**src/f64v_pkg.sv**
```systemverilog
`default_nettype none

package f64v_pkg;

  // modulus of both running sums, 2^32 - 1
  localparam logic [31:0] MOD_ONES = 32'hffff_ffff;

  // word position in the block, saturating at WPOS_SAT
  localparam logic [1:0] WPOS_LOW  = 2'd0;
  localparam logic [1:0] WPOS_HIGH = 2'd1;
  localparam logic [1:0] WPOS_SAT  = 2'd3;

  // sums, stored checksum and too-short flag of a finished block
  typedef struct packed {
    logic [31:0] sum_low;
    logic [31:0] sum_high;
    logic [31:0] stored_low;
    logic [31:0] stored_high;
    logic        too_short;
  } fin_t;

  // a + b modulo 2^32 - 1, for a + b below twice the modulus
  function automatic logic [31:0] fold_add(input logic [31:0] a, input logic [31:0] b);
    logic [32:0] s;
    logic [32:0] t;
    s = {1'b0, a} + {1'b0, b};
    t = s - {1'b0, MOD_ONES};
    fold_add = (s >= {1'b0, MOD_ONES}) ? t[31:0] : s[31:0];
  endfunction

endpackage

`default_nettype wire

```
**src/f64v_accum.sv**
```systemverilog
`default_nettype none

module f64v_accum (
  input  wire logic          clk,
  input  wire logic          rst,
  input  wire logic          in_valid,
  output logic               in_ready,
  input  wire logic [31:0]   data_word,
  input  wire logic          last_word,
  output logic               fin_valid,
  input  wire logic          fin_ready,
  output f64v_pkg::fin_t     fin
);

  // input register
  logic        word_valid;
  logic [31:0] word;
  logic        word_last;

  // running block state
  logic [31:0] sum_low;
  logic [31:0] sum_high;
  logic [31:0] stored_low;
  logic [31:0] stored_high;
  logic [1:0]  word_position;

  logic [31:0] sum_low_next;
  logic [31:0] sum_high_next;
  logic [31:0] stored_low_next;
  logic [31:0] stored_high_next;
  logic [1:0]  word_position_next;

  logic fin_load;
  logic drain;

  // a last word needs the finish register free, other words never wait
  assign fin_load = !fin_valid || fin_ready;
  assign drain    = word_valid && (!word_last || fin_load);
  assign in_ready = !word_valid || drain;

  always_comb begin
    sum_low_next     = sum_low;
    sum_high_next    = sum_high;
    stored_low_next  = stored_low;
    stored_high_next = stored_high;
    case (word_position)
      f64v_pkg::WPOS_LOW: begin
        stored_low_next = word;
      end
      f64v_pkg::WPOS_HIGH: begin
        stored_high_next = word;
      end
      default: begin
        sum_low_next  = f64v_pkg::fold_add(sum_low, word);
        sum_high_next = f64v_pkg::fold_add(sum_high, sum_low_next);
      end
    endcase
    word_position_next = (word_position == f64v_pkg::WPOS_SAT) ? word_position
                                                               : word_position + 2'd1;
  end

  always_ff @(posedge clk) begin
    if (rst) begin
      word_valid <= 1'b0;
    end else if (in_ready) begin
      word_valid <= in_valid;
    end
  end

  always_ff @(posedge clk) begin
    if (in_ready && in_valid) begin
      word      <= data_word;
      word_last <= last_word;
    end
  end

  always_ff @(posedge clk) begin
    if (rst) begin
      sum_low       <= '0;
      sum_high      <= '0;
      stored_low    <= '0;
      stored_high   <= '0;
      word_position <= f64v_pkg::WPOS_LOW;
    end else if (drain) begin
      if (word_last) begin
        sum_low       <= '0;
        sum_high      <= '0;
        stored_low    <= '0;
        stored_high   <= '0;
        word_position <= f64v_pkg::WPOS_LOW;
      end else begin
        sum_low       <= sum_low_next;
        sum_high      <= sum_high_next;
        stored_low    <= stored_low_next;
        stored_high   <= stored_high_next;
        word_position <= word_position_next;
      end
    end
  end

  always_ff @(posedge clk) begin
    if (rst) begin
      fin_valid <= 1'b0;
    end else if (fin_load) begin
      fin_valid <= drain && word_last;
    end
  end

  always_ff @(posedge clk) begin
    if (drain && word_last) begin
      fin.sum_low     <= sum_low_next;
      fin.sum_high    <= sum_high_next;
      fin.stored_low  <= stored_low_next;
      fin.stored_high <= stored_high_next;
      fin.too_short   <= (word_position == f64v_pkg::WPOS_LOW)
                      || (word_position == f64v_pkg::WPOS_HIGH);
    end
  end

endmodule

`default_nettype wire

```
**src/f64v_check.sv**
```systemverilog
`default_nettype none

module f64v_check (
  input  wire logic          clk,
  input  wire logic          rst,
  input  wire logic          fin_valid,
  output logic               fin_ready,
  input  wire f64v_pkg::fin_t fin,
  output logic               out_valid,
  input  wire logic          out_ready,
  output logic [31:0]        check_low,
  output logic [31:0]        check_high,
  output logic               checksum_match,
  output logic               block_too_short
);

  logic [31:0] low_fold;
  logic [31:0] c1;
  logic [31:0] c2;

  // modulus minus a value below the modulus is its complement
  always_comb begin
    low_fold = f64v_pkg::fold_add(fin.sum_low, fin.sum_high);
    c1       = ~low_fold;
    c2       = ~f64v_pkg::fold_add(fin.sum_low, c1);
  end

  assign fin_ready = !out_valid || out_ready;

  always_ff @(posedge clk) begin
    if (rst) begin
      out_valid <= 1'b0;
    end else if (fin_ready) begin
      out_valid <= fin_valid;
    end
  end

  always_ff @(posedge clk) begin
    if (fin_ready && fin_valid) begin
      check_low       <= c1;
      check_high      <= c2;
      checksum_match  <= (c1 == fin.stored_low) && (c2 == fin.stored_high);
      block_too_short <= fin.too_short;
    end
  end

endmodule

`default_nettype wire

```
**src/block_fletcher64_verify.sv**
```systemverilog
// channel   handshake              payload
// input     in_valid / in_ready    data_word[31:0], last_word
// output    out_valid / out_ready  check_low[31:0], check_high[31:0],
//                                  checksum_match, block_too_short
//
// one word is accepted per cycle unless a last word waits on a stalled output;
// the running sums fold once per word after the two stored checksum words
// rst is synchronous and clears the valid flags and the block state
// a stalled output holds the next last word; others flow until it is registered
`default_nettype none

module block_fletcher64_verify (
  input  wire logic        clk,
  input  wire logic        rst,
  input  wire logic        in_valid,
  output logic             in_ready,
  input  wire logic [31:0] data_word,
  input  wire logic        last_word,
  output logic             out_valid,
  input  wire logic        out_ready,
  output logic [31:0]      check_low,
  output logic [31:0]      check_high,
  output logic             checksum_match,
  output logic             block_too_short
);

  // finished block travelling from the accumulator to the check stage
  logic           fin_valid;
  logic           fin_ready;
  f64v_pkg::fin_t fin;

  // input register, stored checksum capture and the two running sums
  f64v_accum u_accum (
    .clk       (clk),
    .rst       (rst),
    .in_valid  (in_valid),
    .in_ready  (in_ready),
    .data_word (data_word),
    .last_word (last_word),
    .fin_valid (fin_valid),
    .fin_ready (fin_ready),
    .fin       (fin)
  );

  // check words, compare against the stored checksum, result register
  f64v_check u_check (
    .clk             (clk),
    .rst             (rst),
    .fin_valid       (fin_valid),
    .fin_ready       (fin_ready),
    .fin             (fin),
    .out_valid       (out_valid),
    .out_ready       (out_ready),
    .check_low       (check_low),
    .check_high      (check_high),
    .checksum_match  (checksum_match),
    .block_too_short (block_too_short)
  );

endmodule

`default_nettype wire
```
**config.mk**
```make
export PLATFORM = sky130hd
export DESIGN_NAME = block_fletcher64_verify
export DESIGN_NICKNAME = d
export VERILOG_FILES = /design/src/f64v_pkg.sv /design/src/f64v_accum.sv /design/src/f64v_check.sv /design/src/block_fletcher64_verify.sv
export SDC_FILE = /design/constraint.sdc
export NUM_CORES = 1
export LEC_CHECK = 0
export BUFFER_PORTS_ARGS = -buffer_cell sky130_fd_sc_hd__buf_2
export CAP_MARGIN = 20
export CORE_MARGIN = 2
export CORE_UTILIZATION = 50
export CTS_BUF_LIST = sky130_fd_sc_hd__clkbuf_16
export CTS_CLUSTER_DIAMETER = 200
export CTS_CLUSTER_SIZE = 20
export DETAILED_ROUTE_END_ITERATION = 12
export GPL_TIMING_DRIVEN = 0
export PLACE_DENSITY = 0.7
export SKIP_LAST_GASP = 1
export SYNTH_ARGS = -nofsm -noshare
export SYNTH_HDL_FRONTEND = slang
export SYNTH_SLANG_ARGS = --single-unit
```
**constraint.sdc**
```tcl
create_clock -name clk -period 23.2 [get_ports clk]
set_input_delay 1.16 -clock clk [delete_from_list [all_inputs] [get_ports clk]]
set_output_delay 1.16 -clock clk [all_outputs]
set_load 0.01 [all_outputs]
```
==> flow_summary.json <==
{
  "antenna_left": 0,
  "final.setup_skew_ns": 0.0187,
  "hold_viol": 0,
  "ys_top_cells_by_area": "edfxtp_1 (26%), dfxtp_1 (9.9%), ha_1 (6.3%), nand2_1 (5.3%), xnor2_1 (5.1%)",
  "grt_overflow_total": 0,
  "power_frac_clock": 0.230,
  "post-cts-setup-buffers": 0,
  "cts.sinks": 361,
  "setup_viol": 0,
  "synth-edff-count": 228,
  "synthTopCellsByCount": "nand2_1 (378), edfxtp_1 (228), a21oi_1 (224)",
  "wirelength_mm": 105,
  "status": "finished, final reports clean",
  "yosys_most_used_dff": "edfxtp_1",
  "yosysMostFrequentCell": "nand2_1",
  "irDropWorstVdd_v": 0.0000454,
  "htree_levels": 1,
  "grt_usage": 0.367,
  "swShare": 0.379,
  "crit_top_cell": "nand3_1",
  "ios": 105,
  "initial_core_util": 0.508,
  "grt_pass1_vias": 23506,
  "hp-class": "reg2reg",
  "p_per_area_nw_per_um2": 60.0,
  "dieArea_sq_um": 55500,
  "fin_setup_tns_ns": 0,
  "start_kind": "flop",
  "yosys.area.top_type_share": 0.256,
  "clkTransAtPathRegs_ns": 0.08,
  "dp.cells": 3836,
  "crit_fanout": 10,
  "port_buffers": 103,
  "grt_max_degree": 40,
  "dr.pass1.iters": 6,
  "wl_per_cell_microns": 27.0,
  "die_h_microns": 235,
  "startpoint": "u_accum.word[0]",
  "r2r-start": "u_accum.word[0]",
  "crit_slowest_cell": "nor4_1",
  "grt_pass1_wl_mm": 151,
  "seqPwrFrac": 0.423,
  "yosysTopAreaCell": "edfxtp_1",
  "ys_seq_area_frac": 0.355,
  "synth_nets": 3207,
  "yosys_warnings": 0,
  "clkLatencyLatePin_ns": 0.58,
  "drcViolationCount": 0,
  "worstMarginPinSlew_ns": 1.19,
  "synth_cell_type_count": 119,
  "end_kind": "flop",
  "power.leakage_nw": 10.8,
  "slew_violations": 0,
  "hold_buffers": 0,
  "synthCells": 3031,
  "min_from": "u_accum.fin[0]",
  "post-dp-hpwl_mm": 85.3,
  "die_x_microns": 235,
  "core_area_sq_um": 52800,
  "final_cell_count_no_fill": 3878,
  "switchingPower_w": 0.000659,
  "synthToLayoutAreaGrowth_pct": 8.43,
  "relSlewSlack": 0.201,
  "viasPerCell": 6.49,
  "max_stage_delay_ns": 0.90,
  "layout-drive-gt1-share": 0.106,
  "power_frac_comb": 0.347,
  "gp_congestion": 1.13,
  "cp.arrival_ns": 11.69,
  "final_util": 0.551,
  "n_antenna_cell": 0,
  "syn_area_per_cell_sq_um": 8.84,
  "cap_violations": 0,
  "rows": 84,
  "cts-root-buf": "clkbuf_16",
  "synth.cell_area_sq_um": 26800,
  "drt_iter0_drc": 2720,
  "grt_antenna_before_repair": 5,
  "num_vias": 25149,
  "synth-seq-cells": 361,
  "cts.path.max_buffers": 3,
  "num-nets-final": 3350,
  "cts_resized": 0,
  "internal_power_w": 0.00108,
  "timing.final.crit_period_ns": 11.33,
  "grt_setup_unrepaired": "false",
  "async_flop_share": 0,
  "fmax_mhz": 88.3,
  "period_share": 0.488,
  "numCtsBuffers": 22,
  "cts_tree": "built",
  "critical_path_required_ns": 23.56,
  "worstSetupPathType": "reg2reg"
}
==> worst paths after layout <==
kind | to | slack, ns | cells past startpoint
max | u_accum.fin[71] | 11.87 | 32
min | u_check.block_too_short | 0.43 | 0
max reg2reg | u_accum.fin[71] | 11.87 | 32
min reg2reg | u_check.block_too_short | 0.43 | 0
==> kinds of logic after synthesis <==
group	Yosys count	synth area share
AO/OA/AOI/OAI	834	0.205
multiplexers	81	0.0336
buffers and inverters	227	0.0341
adder cells (fa/ha/maj)	139	0.0660
AND/OR/NAND/NOR	1128	0.213
flip-flops	361	0.355
XOR/XNOR	261	0.0933
==> placed cells by master, fill, tap and decap left out, types with 18 or more instances in the layout <==
master,Yosys,final
o21ai_1,18,18
o21a_1,34,34
edfxtp_1,228,228
dfxtp_1,133,133
o21ai_0,193,193
nand3_1,171,171
xor2_1,88,88
a21o_1,65,65
mux2_2,71,71
clkbuf_16,0,22
a31oi_1,27,27
buf_2,28,133
nor4_1,33,33
and2_1,26,26
nand2_1,378,378
inv_1,90,105
and3_1,47,47
a211oi_1,43,41
xnor2_1,156,156
clkbuf_1,88,88
nor3_1,75,75
a21oi_1,224,224
ha_1,135,135
o211ai_1,26,26
nor2_1,169,168
and4_1,19,19
nand4_1,53,53
nand2b_1,23,23
==> routing by layer <==
metal  global-route usage  share of wire  vias to the layer above
li1                     -              -                    11559
met1                0.454           0.39                    12075
met2                0.591           0.45                     1210
met3               0.0545          0.076                      297
met4                0.257          0.082                        8
met5                    0        0.00051                        -
==> through the flow <==
| step | total power [W] | hold slack (ns) | area (sq um) | worst slack, ns |
|---|---|---|---|---|
| finish | 0.00174 | 0.426 | 29100 | 11.87 |
| global route | 0.00180 | 0.447 | 29100 | 11.41 |
| detailed placement | 0.00134 | 0.405 | 28400 | 12.13 |
| floorplan | 0.00112 | 0.400 | 26800 | 14.75 |
| CTS | 0.00173 | 0.424 | 29000 | 12.12 |
| global placement | 0.00132 | 0.401 | 28200 | 11.97 |
==> power by group through the flow <==
stage                     combinational (W)  clock [W]  sequential (W)
after global placement             0.000570          0        0.000753
after detailed placement           0.000585          0        0.000750
after global routing               0.000638   0.000425        0.000737
after floorplan                    0.000380          0        0.000737
final                              0.000605   0.000400        0.000737
after CTS                          0.000588   0.000404        0.000735
==> flip-flops by register name, summed over array words and instances, names as in the netlist <==
| signal | cells |
|---|---|
| u_accum.stored_low | 32 |
| u_check.check_low | 32 |
| u_check.out_valid | 1 |
| u_accum.word_position | 2 |
| u_accum.stored_high | 32 |
| u_accum.word_last | 1 |
| u_accum.sum_low | 32 |
| u_check.block_too_short | 1 |
| u_check.checksum_match | 1 |
| u_accum.fin | 129 |
| u_accum.sum_high | 32 |
| u_accum.word | 32 |
| u_accum.fin_valid | 1 |
| u_check.check_high | 32 |
| u_accum.word_valid | 1 |
==> worst max-delay path, delay by kind of cell, from the launching register on <==
kind                       cells  cell delay [ns]
DFF                            1             0.55
adders and majority gates      4             1.36
buffers and inverters          3             0.97
AOI/OAI and AO/OA             11             3.80
xor gates and xnor gates       3             0.85
and+or+nand+nor               11             3.56
==> cell type report <==
class / instances / area (sq um)
Clock buffer: 22 / 551
Sequential cell: 361 / 9510
Tap cell: 688 / 861
Multi-Input combinational cell: 2443 / 16400
Inverter: 90 / 338
Fill cell: 4843 / 23700
Timing Repair Buffer: 119 / 713
Clock inverter: 18 / 95.1
Buffer: 137 / 577
No activity file was read; power rests on OpenSTA's default activity.
